### config.mk
export PLATFORM = sky130hd
export DESIGN_NAME = message_deframer_crc_check_unit
export DESIGN_NICKNAME = d
export VERILOG_FILES = /design/src/hdl/mdf_pkg.sv /design/src/hdl/mdf_in_stage.sv /design/src/hdl/mdf_core.sv /design/src/hdl/message_deframer_crc_check_unit.sv
export SDC_FILE = /design/constraint.sdc
export NUM_CORES = 1
export LEC_CHECK = 0
export ABC_AREA = 0
export BUFFER_PORTS_ARGS = -buffer_cell sky130_fd_sc_hd__buf_2
export CAP_MARGIN = 30
export CORE_ASPECT_RATIO = 1.75
export CORE_MARGIN = 2
export CORE_UTILIZATION = 32
export DETAILED_ROUTE_END_ITERATION = 8
export HOLD_SLACK_MARGIN = 0.12
export MAX_ROUTING_LAYER = met4
export SYNTH_ARGS = -nofsm -noshare
export SYNTH_HDL_FRONTEND = slang
export SYNTH_SLANG_ARGS = --single-unit
### constraint.sdc
create_clock -name aclk -period 5.3 [get_ports aclk]
set_input_delay 1.06 -clock aclk [delete_from_list [all_inputs] [get_ports aclk]]
set_output_delay 1.06 -clock aclk [all_outputs]
set_load 0.03 [all_outputs]
### src/hdl/mdf_pkg.sv
`timescale 1ns / 1ps

package mdf_pkg;

    localparam int unsigned MAX_BODY = 64;

    localparam int unsigned CFG_IDX_W  = 2;
    localparam int unsigned CFG_DATA_W = 32;

    localparam logic [CFG_IDX_W-1:0] CFG_START_PATTERN = 2'd0;
    localparam logic [CFG_IDX_W-1:0] CFG_MAX_BODY_LEN  = 2'd1;

    localparam logic [31:0] START_PATTERN_RST = 32'h1857_FC0A;
    localparam logic [6:0]  MAX_BODY_LEN_RST  = 7'd64;

    localparam logic [31:0] CRC32_POLY = 32'hEDB8_8320;
    localparam logic [31:0] CRC32_INIT = 32'hFFFF_FFFF;

    localparam logic [7:0] CHAR_A = 8'h41;
    localparam logic [7:0] CHAR_C = 8'h43;
    localparam logic [7:0] CHAR_K = 8'h4B;

    typedef enum logic [2:0] {
        ST_IN_PROGRESS = 3'd0,
        ST_GOOD_DATA   = 3'd1,
        ST_GOOD_ACK    = 3'd2,
        ST_LEN_ERR     = 3'd3,
        ST_SUM_ERR     = 3'd4,
        ST_CRC_ERR     = 3'd5
    } status_t;

    // One received byte held in the input register
    typedef struct packed {
        logic       valid;
        logic [7:0] data;
    } item_t;

    typedef struct packed {
        logic [7:0]  data_byte;
        logic        has_data;
        logic        last;
        status_t     status;
        logic [31:0] hdr_index;
        logic        ack_wanted;
        logic        index_gap;
    } result_t;

    // Reflected CRC-32, one byte, LSB first
    function automatic logic [31:0] crc32_byte(input logic [31:0] crc, input logic [7:0] b);
        logic [31:0] r;
        r = crc ^ {24'd0, b};
        for (int k = 0; k < 8; k++) begin
            r = r[0] ? ((r >> 1) ^ CRC32_POLY) : (r >> 1);
        end
        return r;
    endfunction

    function automatic logic [7:0] ack_char(input logic [1:0] pos);
        logic [7:0] c;
        case (pos)
            2'd0:    c = CHAR_A;
            2'd1:    c = CHAR_C;
            default: c = CHAR_K;
        endcase
        return c;
    endfunction

endpackage

### src/hdl/mdf_in_stage.sv
`timescale 1ns / 1ps

module mdf_in_stage (
    input  logic            aclk,
    input  logic            aresetn,
    input  logic            s_tvalid,
    output logic            s_tready,
    input  logic [7:0]      s_tdata,
    output mdf_pkg::item_t  item,
    input  logic            item_take
);

    logic       valid_reg;
    logic [7:0] data_reg;

    // Accept whenever the held byte is empty or leaves this cycle
    assign s_tready = !valid_reg || item_take;

    always_ff @(posedge aclk) begin
        if (!aresetn) begin
            valid_reg <= 1'b0;
        end else if (s_tvalid && s_tready) begin
            valid_reg <= 1'b1;
        end else if (item_take) begin
            valid_reg <= 1'b0;
        end
    end

    always_ff @(posedge aclk) begin
        if (s_tvalid && s_tready) begin
            data_reg <= s_tdata;
        end
    end

    assign item.valid = valid_reg;
    assign item.data  = data_reg;

endmodule

### src/hdl/mdf_core.sv
`timescale 1ns / 1ps

module mdf_core (
    input  logic                               aclk,
    input  logic                               aresetn,
    input  logic                               cfg_wr_en,
    input  logic [mdf_pkg::CFG_IDX_W-1:0]      cfg_index,
    input  logic [mdf_pkg::CFG_DATA_W-1:0]     cfg_wdata,
    input  mdf_pkg::item_t                     item,
    output logic                               item_take,
    output logic                               res_valid,
    input  logic                               res_ready,
    output mdf_pkg::result_t                   res
);

    typedef enum logic [1:0] {
        PH_HUNT = 2'd0,
        PH_HEAD = 2'd1,
        PH_BODY = 2'd2
    } phase_t;

    // Header byte positions
    localparam logic [3:0] HDR_LEN      = 4'd4;
    localparam logic [3:0] HDR_ACK      = 4'd12;
    localparam logic [3:0] HDR_SUM_LO   = 4'd14;
    localparam logic [3:0] HDR_LAST     = 4'd15;
    localparam logic [7:0] BODY_LIMIT   = 8'(mdf_pkg::MAX_BODY);

    logic [31:0] start_pattern_reg;
    logic [6:0]  max_len_reg;

    phase_t      phase_reg, phase_next;
    logic [31:0] pattern_reg, pattern_next;
    logic [3:0]  hdr_cnt_reg, hdr_cnt_next;
    logic [31:0] index_reg, index_next;
    logic [6:0]  length_reg, length_next;
    logic        too_long_reg, too_long_next;
    logic [31:0] exp_crc_reg, exp_crc_next;
    logic        ack_flag_reg, ack_flag_next;
    logic [15:0] sum_reg, sum_next;
    logic [7:0]  rx_sum_lo_reg, rx_sum_lo_next;
    logic [6:0]  body_cnt_reg, body_cnt_next;
    logic [31:0] crc_reg, crc_next;
    logic        ack_match_reg, ack_match_next;
    logic [31:0] last_good_reg, last_good_next;

    logic              out_valid_reg;
    mdf_pkg::result_t  out_reg;

    logic              proc;
    logic              emit;
    mdf_pkg::result_t  emit_res;
    logic              fin_en;
    logic [31:0]       fin_crc;
    logic              fin_match;
    logic [7:0]        b;
    logic [31:0]       pattern_new;
    logic [31:0]       crc_new;
    logic [7:0]        limit;
    logic [15:0]       rx_sum;

    assign proc      = item.valid && (!out_valid_reg || res_ready);
    assign item_take = proc;
    assign b         = item.data;

    assign limit  = ({1'b0, max_len_reg} < BODY_LIMIT) ? {1'b0, max_len_reg} : BODY_LIMIT;
    assign rx_sum = {b, rx_sum_lo_reg};
    assign pattern_new = {b, pattern_reg[31:8]};
    assign crc_new = mdf_pkg::crc32_byte(crc_reg, b);

    always_comb begin
        phase_next     = phase_reg;
        pattern_next   = pattern_reg;
        hdr_cnt_next   = hdr_cnt_reg;
        index_next     = index_reg;
        length_next    = length_reg;
        too_long_next  = too_long_reg;
        exp_crc_next   = exp_crc_reg;
        ack_flag_next  = ack_flag_reg;
        sum_next       = sum_reg;
        rx_sum_lo_next = rx_sum_lo_reg;
        body_cnt_next  = body_cnt_reg;
        crc_next       = crc_reg;
        ack_match_next = ack_match_reg;
        last_good_next = last_good_reg;

        emit                   = 1'b0;
        fin_en                 = 1'b0;
        fin_crc                = crc_reg;
        fin_match              = ack_match_reg;
        emit_res.data_byte     = 8'd0;
        emit_res.has_data      = 1'b0;
        emit_res.last          = 1'b0;
        emit_res.status        = mdf_pkg::ST_IN_PROGRESS;
        emit_res.hdr_index     = index_reg;
        emit_res.ack_wanted    = ack_flag_reg;
        emit_res.index_gap     = 1'b0;

        if (proc) begin
            case (phase_reg)
                PH_HEAD: begin
                    if (hdr_cnt_reg < HDR_SUM_LO) begin
                        sum_next = sum_reg + {8'd0, b};
                    end
                    if (hdr_cnt_reg != HDR_LAST) begin
                        hdr_cnt_next = hdr_cnt_reg + 4'd1;
                    end
                    case (hdr_cnt_reg) inside
                        [4'd0:4'd3]: begin
                            index_next[{hdr_cnt_reg[1:0], 3'b000} +: 8] = b;
                        end
                        HDR_LEN: begin
                            length_next   = b[6:0];
                            too_long_next = b[7];
                        end
                        [4'd5:4'd7]: begin
                            if (b != 8'd0) begin
                                too_long_next = 1'b1;
                            end
                        end
                        [4'd8:4'd11]: begin
                            exp_crc_next[{hdr_cnt_reg[1:0], 3'b000} +: 8] = b;
                        end
                        HDR_ACK: begin
                            ack_flag_next = (b != 8'd0);
                        end
                        HDR_SUM_LO: begin
                            rx_sum_lo_next = b;
                        end
                        HDR_LAST: begin
                            if (too_long_reg || ({1'b0, length_reg} > limit)) begin
                                emit            = 1'b1;
                                emit_res.last   = 1'b1;
                                emit_res.status = mdf_pkg::ST_LEN_ERR;
                                phase_next      = PH_HUNT;
                            end else if (sum_reg != rx_sum) begin
                                emit            = 1'b1;
                                emit_res.last   = 1'b1;
                                emit_res.status = mdf_pkg::ST_SUM_ERR;
                                phase_next      = PH_HUNT;
                            end else if (length_reg == 7'd0) begin
                                fin_en = 1'b1;
                            end else begin
                                phase_next = PH_BODY;
                            end
                        end
                        default: ;
                    endcase
                end
                PH_BODY: begin
                    crc_next = crc_new;
                    if (body_cnt_reg < 7'd3 && b != mdf_pkg::ack_char(body_cnt_reg[1:0])) begin
                        ack_match_next = 1'b0;
                    end
                    body_cnt_next      = body_cnt_reg + 7'd1;
                    emit               = 1'b1;
                    emit_res.data_byte = b;
                    emit_res.has_data  = 1'b1;
                    if (body_cnt_next >= length_reg) begin
                        fin_en    = 1'b1;
                        fin_crc   = crc_new;
                        fin_match = ack_match_next;
                    end
                end
                default: begin
                    phase_next   = PH_HUNT;
                    pattern_next = pattern_new;
                    if (pattern_new == start_pattern_reg) begin
                        phase_next     = PH_HEAD;
                        hdr_cnt_next   = 4'd0;
                        sum_next       = 16'(pattern_new[7:0]) + 16'(pattern_new[15:8])
                                       + 16'(pattern_new[23:16]) + 16'(pattern_new[31:24]);
                        too_long_next  = 1'b0;
                        body_cnt_next  = 7'd0;
                        crc_next       = mdf_pkg::CRC32_INIT;
                        ack_match_next = 1'b1;
                    end
                end
            endcase

            // Close the message: check CRC, spot the ACK text, track index gaps
            if (fin_en) begin
                emit          = 1'b1;
                emit_res.last = 1'b1;
                if (~fin_crc != exp_crc_reg) begin
                    emit_res.status = mdf_pkg::ST_CRC_ERR;
                end else if (length_reg == 7'd3 && fin_match) begin
                    emit_res.status = mdf_pkg::ST_GOOD_ACK;
                end else begin
                    emit_res.status    = mdf_pkg::ST_GOOD_DATA;
                    emit_res.index_gap = (index_reg != last_good_reg + 32'd1);
                    last_good_next     = index_reg;
                end
                phase_next   = PH_HUNT;
                pattern_next = 32'd0;
            end
        end
    end

    always_ff @(posedge aclk) begin
        if (!aresetn) begin
            start_pattern_reg <= mdf_pkg::START_PATTERN_RST;
            max_len_reg       <= mdf_pkg::MAX_BODY_LEN_RST;
        end else if (cfg_wr_en) begin
            case (cfg_index)
                mdf_pkg::CFG_START_PATTERN: start_pattern_reg <= cfg_wdata;
                mdf_pkg::CFG_MAX_BODY_LEN:  max_len_reg       <= cfg_wdata[6:0];
                default: ;
            endcase
        end
    end

    always_ff @(posedge aclk) begin
        if (!aresetn) begin
            phase_reg     <= PH_HUNT;
            pattern_reg   <= 32'd0;
            hdr_cnt_reg   <= 4'd0;
            index_reg     <= 32'd0;
            length_reg    <= 7'd0;
            too_long_reg  <= 1'b0;
            exp_crc_reg   <= 32'd0;
            ack_flag_reg  <= 1'b0;
            sum_reg       <= 16'd0;
            rx_sum_lo_reg <= 8'd0;
            body_cnt_reg  <= 7'd0;
            crc_reg       <= mdf_pkg::CRC32_INIT;
            ack_match_reg <= 1'b1;
            last_good_reg <= 32'd0;
            out_valid_reg <= 1'b0;
        end else begin
            phase_reg     <= phase_next;
            pattern_reg   <= pattern_next;
            hdr_cnt_reg   <= hdr_cnt_next;
            index_reg     <= index_next;
            length_reg    <= length_next;
            too_long_reg  <= too_long_next;
            exp_crc_reg   <= exp_crc_next;
            ack_flag_reg  <= ack_flag_next;
            sum_reg       <= sum_next;
            rx_sum_lo_reg <= rx_sum_lo_next;
            body_cnt_reg  <= body_cnt_next;
            crc_reg       <= crc_next;
            ack_match_reg <= ack_match_next;
            last_good_reg <= last_good_next;
            if (proc) begin
                out_valid_reg <= emit;
            end else if (res_ready) begin
                out_valid_reg <= 1'b0;
            end
        end
    end

    always_ff @(posedge aclk) begin
        if (proc && emit) begin
            out_reg <= emit_res;
        end
    end

    assign res_valid = out_valid_reg;
    assign res       = out_reg;

endmodule

### src/hdl/message_deframer_crc_check_unit.sv
`timescale 1ns / 1ps

// Channel  | Ports                       | Contents
// ---------+-----------------------------+-----------------------------------------
// input    | s_tvalid s_tready s_tdata   | one received byte
// result   | m_tvalid m_tready m_tdata   | body byte, index, ack flag, gap flag
//          | m_tlast m_tuser             | end of message / header reject, status
// config   | cfg_wr_en cfg_index cfg_wdata | 0 start pattern, 1 max body length
//
// One byte per clock sustained while m_tready is high; the result of a byte passes through the
// input register, then the deframer update into the result register.
// Reset restores the register defaults and starts hunting for the start pattern.
// With m_tready low the result holds; one more byte waits in the input register
// before s_tready drops.
module message_deframer_crc_check_unit (
    input  logic                               aclk,
    input  logic                               aresetn,
    input  logic                               s_tvalid,
    output logic                               s_tready,
    input  logic [7:0]                         s_tdata,   // [7:0] rx_byte
    output logic                               m_tvalid,
    input  logic                               m_tready,
    // [7:0] data_byte, [39:8] message index, [40] ack_wanted, [41] index_gap, rest zero
    output logic [47:0]                        m_tdata,
    output logic                               m_tlast,
    output logic [3:0]                         m_tuser,   // [0] has_data, [3:1] status
    input  logic                               cfg_wr_en,
    input  logic [mdf_pkg::CFG_IDX_W-1:0]      cfg_index,
    input  logic [mdf_pkg::CFG_DATA_W-1:0]     cfg_wdata
);

    mdf_pkg::item_t    item;
    logic              item_take;
    mdf_pkg::result_t  res;

    mdf_in_stage u_in_stage (
        .aclk      (aclk),
        .aresetn   (aresetn),
        .s_tvalid  (s_tvalid),
        .s_tready  (s_tready),
        .s_tdata   (s_tdata),
        .item      (item),
        .item_take (item_take)
    );

    mdf_core u_core (
        .aclk      (aclk),
        .aresetn   (aresetn),
        .cfg_wr_en (cfg_wr_en),
        .cfg_index (cfg_index),
        .cfg_wdata (cfg_wdata),
        .item      (item),
        .item_take (item_take),
        .res_valid (m_tvalid),
        .res_ready (m_tready),
        .res       (res)
    );

    assign m_tdata = {6'd0, res.index_gap, res.ack_wanted, res.hdr_index, res.data_byte};
    assign m_tlast = res.last;
    assign m_tuser = {res.status, res.has_data};

endmodule
Word-level counts from Yosys, hierarchy flattened --
Cells that the tools add are included.
Cells by class: $add $sub $neg 8, equal/unequal tests 30, bitwise logic cells 21, order comparisons 11, shift operators 2, reductions and logical operators 38, mux-type cells 97
Operators with widths (number):
- $mux 32 | 14
- $not 13->14 | 8
- $bwmux 32 | 2
- $ne 32x32->1 | 2
- $pmux 32 s2 | 1
- $mux 4 | 13
- $add 16x8->16 | 3
- $mux 1 | 39
- $add 32x1->32 const B | 1
- $eq 32x32->1 | 1
- $mux 16 | 2
- $not 32->32 | 1
- $pmux 16 s2 | 1
- $shift 8x7->32 const A | 1
- $shiftx 8x7->32 | 1
- $xor 32x8->32 | 1
- $mux 2 | 12
- $ne 3x3->1 const B | 6
- $mux 8 | 2
- $ne 16x16->1 | 1
- $pmux 4 s2 | 2
- $reduce_and 4->1 | 4
- $mux 7 | 2
- $pmux 7 s2 | 1
- other kinds (45) | 86
Storage, ports and cells: register bits after elaboration 303, logic and storage cells 233, output and inout port bits 55, bits of input ports 47

Depth between registers and ports, before layout --
depth after elaboration 24, depth in mapped cells 18

Hierarchy --
A second synthesis with hierarchy kept.
Unflattened totals: cells, all modules 1809, area, all modules 16361.9 µm²
By module, submodules not included:
- mdf_core | instances 1, area an instance 16007.9 µm², cells each 1788
- mdf_in_stage | instances 1, area an instance 305.3 µm², cells each 14
- message_deframer_crc_check_unit | instances 1, area an instance 48.8 µm², cells each 7

Least setup slack after synthesis --
No wires, ideal clock.
path type register to register, start reg u_core.max_len_reg[6], end reg u_core.out_reg, in the netlist u_core.res[0], enable pin, required time 4.788 ns, stages on the path, launching flop included 12, setup slack -0.149 ns, arrival time 4.936 ns, path buffers 0, path through dfxtp_1 > inv_1 > nand2_1 > ha_1 > and4_1 > nand4_1 > nand2_1 > a211o_1 > and2_1 > nand3_1 > a21oi_1 > nor3_1
Between the ends: cells in the longest elaborated chain, start to end 17, elaborated cells on any way between the ends 26
RTL lines:
- start: declaration | RTL line mdf_core.sv:30 | logic [6:0] max_len_reg;
- start signal: assignment | RTL line mdf_core.sv:203 | max_len_reg <= mdf_pkg::MAX_BODY_LEN_RST;
- start signal: assignment | RTL line mdf_core.sv:207 | mdf_pkg::CFG_MAX_BODY_LEN: max_len_reg <= cfg_wdata[6:0];
- $lt 7x7->1 | RTL line mdf_core.sv:66 | assign limit = ({1'b0, max_len_reg} < BODY_LIMIT) ? {1'b0, max_len_reg} : BODY_LIMIT;
- $mux 7 (*) | RTL line mdf_core.sv:66
- $gt 7x8->1 (*) | RTL line mdf_core.sv:131 | if (too_long_reg || ({1'b0, length_reg} > limit)) begin
- $logic_or 1x1->1 (*) | RTL line mdf_core.sv:131
- $mux 1 | RTL line mdf_core.sv:131
- $mux 1 (7 in series) | RTL line mdf_core.sv:108 | case (hdr_cnt_reg) inside
- $pmux 1 s2 | RTL line mdf_core.sv:100 | case (phase_reg)
- $mux 1 | RTL line mdf_core.sv:99 | if (proc) begin
- $mux 1 (*) | RTL line mdf_core.sv:182 | if (fin_en) begin
- $mux 1 (*) | RTL line mdf_core.sv:99
- $logic_and 1x1->1 (*) | RTL line mdf_core.sv:254 | if (proc && emit) begin
- end signal: assignment | RTL line mdf_core.sv:255 | out_reg <= emit_res;
- end: declaration | RTL line mdf_core.sv:48 | mdf_pkg::result_t out_reg;
Mark *: on every way between the ends. The rest lies on a longest branch, timed or not. The select of a mux whose other input is x is not followed. A chain may end at the register's enable or synchronous reset.

Worst setup path after layout --
start reg u_core.body_cnt_reg[0], end reg u_core.out_reg, in the netlist u_core.res[34] (data pin)
Between the ends: cells in the longest elaborated chain, start to end 14, elaborated cells on any way between the ends 26
RTL lines:
- start: declaration | RTL line mdf_core.sv:42 | logic [6:0] body_cnt_reg, body_cnt_next;
- start signal: assignment | RTL line mdf_core.sv:241 | body_cnt_reg <= body_cnt_next;
- branches (longest 13 deep; another with $add 7x1->7)
- $mux 4 (*) | RTL line mdf_core.sv:182
Mark *: on every way between the ends. The select of a mux whose other input is x is not followed.

==> results by group <==
Place
  – Detailed Place HPWL: 37600 um
  – Cells after DPL: 2538
  – PortBufs: 95
  – Placer congestion estimate: 0.968

Yosys
  – Post-synth top flop: dfxtp_1
  – Sequential share of the synthesized area: 0.401
  – Syn avg cell area: 8.71 um^2
  – Yosys cell types: 72
  – Number of synthesized flops with an enable pin: 55
  – Mapped Area: 16100 um^2
  – Ys async rst share: 0
  – Mapped Cells: 1848
  – Synthesized flop and latch total: 295
  – Largest cells by area after synthesis: dfxtp_1, edfxtp_1, xnor2_1
  – Syn. warnings: 0
  – Yosys top cell area share: 0.299
  – Dominant cell type by area after synthesis: dfxtp_1

Route
  – Detail Route Antenna Nets: 0
  – DR WL/cell: 19.5 um
  – DRC Markers: 0
  – First DRT Iteration DRCs: 782
  – Drt first pass iters: 5
  – Vias/cell: 5.18
  – Final WL: 50500 um
  – DR vias: 13400

Clock network
  – CTS tree: built
  – Clock buffer depth: 3
  – Root buffer cell: clkbuf_16
  – H-tree Lvls: 1
  – Later-pin clock latency in the skew report: 0.60 ns
  – CTS Buf Count: 30
  – Reg clk slew, reported paths: 0.06 ns
  – Setup Fix Bufs, Post-CTS: 0
  – Hold-fix buffers at CTS: 0
  – # resized after CTS: 0
  – Clock sink count: 295

Critical path
  – Crit-path max FO: 13
  – CP max stage delay: 0.64 ns
  – Crit end category: register
  – Data required time of the worst path: 5.66 ns
  – Critical path, cell by cell: ha_1 -> xor2_1 -> ha_1 -> a211o_1 -> a31oi_1 -> o41a_1 -> buf_4 -> nor2_1 -> nor2_1 -> o211ai_1 -> or4_1 -> or3_1 -> o211a_1
  – Critical path type: reg -> reg
  – Slowest CP cell: o41a_1
  – Startpoint types: register
  – Crit path DAT: 4.69 ns

Floorplanning
  – Initial Util: 0.324
  – Core area: 49600 um^2
  – I/O pin total: 102
  – Die width: 174 um
  – Die area: 52200 um^2
  – Num rows: 108
  – Die Y: 301 um

STA
  – Actual slew at the worst max-slew pin: 0.971 ns
  – Final setup viols: 0
  – Clk_skew: 0.0219 ns
  – Hold violation count in the final report: 0
  – Max-Slew Margin vs Limit: 0.351
  – Slew Viols, Final: 0
  – TNS Setup: 0 ns
  – Max Clk Rate: 0.231 GHz
  – Final period util: 0.818
  – Minimum clock period: 4.33 ns
  – RSZ-0062 raised after global routing: no

Power and ir drop
  – Flop pwr share: 0.454
  – Peak VDD IR: 0.000282 V
  – PwrDens: 280 nW/um^2
  – Clock power share: 0.436
  – NetSw: 1320 uW
  – Switching part of the total power: 0.258
  – P_int: 3800 uW
  – Comb pwr share: 0.110
  – Leak pwr: 0.00708 uW

Outcome
  – Outcome: finished, final reports clean

Global route
  – Grt total ovfl: 0
  – First-pass GRT wire length: 76600 um
  – Vias in the first global route: 13200
  – Initial antenna violation count: 0
  – Largest net degree at the start of global routing: 81
  – GRT Overall Usage: 0.195

Cells and area
  – Layout cells sized above 1: 0.104
  – Fillers: 5090
  – Nets: 2017
  – Max FFs per register: 47
  – Non-Filler Instances: 2594
  – Storage element area: 6460 um^2
  – Synthesis-to-layout area growth: 13.7%
  – Most frequent cells in the layout: dfxtp_1, nor2_1, nand2_1
  – Most common cell after layout, fill and taps aside: dfxtp_1
  – ANT cells: 0
  – Multi-input logic area: 9010 um^2

Worst hold path
  – Hold Crit Class: reg -> reg

Job
  – Max cap viols: 0
## cell type report
class | instances | share of cell area
Clock buffer | 39 | 0.0462
Clock inverter | 17 | 0.0107
Inverter | 72 | 0.0149
Multi-Input combinational cell | 1387 | 0.493
Sequential cell | 295 | 0.353
Tap cell | 660 | 0.0451
Timing Repair Buffer | 124 | 0.0379
## worst max-delay path: cells and delay by family, from the launching register on
kind                       cells  cell delay (ns)
DFF                            1             0.46
buffers and inverters          1             0.26
adders and majority gates      2             0.56
xor gates and xnor gates       1             0.18
and+or+nand+nor                4             1.18
AOI/OAI and AO/OA              5             1.46
## cells in the mapped netlist (all sizes together) (8+ instances only)
library cell / number
and2: 10
nand3: 81
nand2: 210
mux2i: 44
nand2b: 16
xnor2: 151
edfxtp: 55
nor4: 15
clkbuf: 76
ha: 49
nor2: 240
inv: 71
nor2b: 8
dfxtp: 240
o21ai: 70
a22o: 24
a211oi: 17
a21oi: 180
fa: 11
xnor3: 20
nor3b: 10
buf: 23
nor3: 27
nand4: 27
xor2: 58
## kinds of logic (layout without fill, tap and decap cells)
group / count (synthesis) / count (layout) / share of synthesized area
adder cells (fa/ha/maj): 60 / 60 / 0.0518
buffers and inverters: 171 / 252 / 0.0424
AO/OA/AOI/OAI: 367 / 367 / 0.138
AND/OR/NAND/NOR: 679 / 679 / 0.189
flip-flops: 295 / 295 / 0.401
other: 1 / 6 / 0.000233
XOR/XNOR: 231 / 231 / 0.149
multiplexers: 44 / 44 / 0.0274
## worst paths after layout
check	startpoint	to	slack [ns]	cells past startpoint
max	u_core.body_cnt_reg[0]	u_core.res[34]	0.97	13
min	u_core.ack_flag_reg	u_core.res[1]	0.44	0
max reg2reg	u_core.body_cnt_reg[0]	u_core.res[34]	0.97	13
min reg2reg	u_core.ack_flag_reg	u_core.res[1]	0.44	0
## layer usage
| metal | track usage | routed length (um) | up-vias |
|---|---|---|---|
| li1 | - | - | 6482 |
| met1 | 0.191 | 18200 | 6403 |
| met2 | 0.371 | 27200 | 417 |
| met3 | 0.0189 | 1990 | 144 |
| met4 | 0.112 | 3090 | 0 |
| met5 | - | 0 | - |
## power by group through the flow
stage | clock [uW] | combinational, uW | sequential, uW
after floorplan | 0 | 392 | 2360
after global placement | 0 | 557 | 2370
after detailed placement | 0 | 559 | 2380
after CTS | 2290 | 562 | 2320
after global routing | 2370 | 602 | 2330
final | 2240 | 564 | 2320
## metrics by stage
| step | utilization | area [um^2] | total power, uW | hold slack (ns) | setup WS [ns] |
|---|---|---|---|---|---|
| finish | 0.369 | 18300 | 5130 | 0.442 | 0.965 |
| global placement | 0.348 | 17300 | 2930 | 0.419 | 1.09 |
| floorplan | - | 16100 | 2760 | 0.408 | 1.31 |
| global route | 0.369 | 18300 | 5300 | 0.457 | 0.701 |
| CTS | 0.369 | 18300 | 5180 | 0.442 | 0.973 |
| detailed placement | 0.348 | 17300 | 2930 | 0.427 | 1.01 |
No activity file was read; power rests on OpenSTA's default activity.
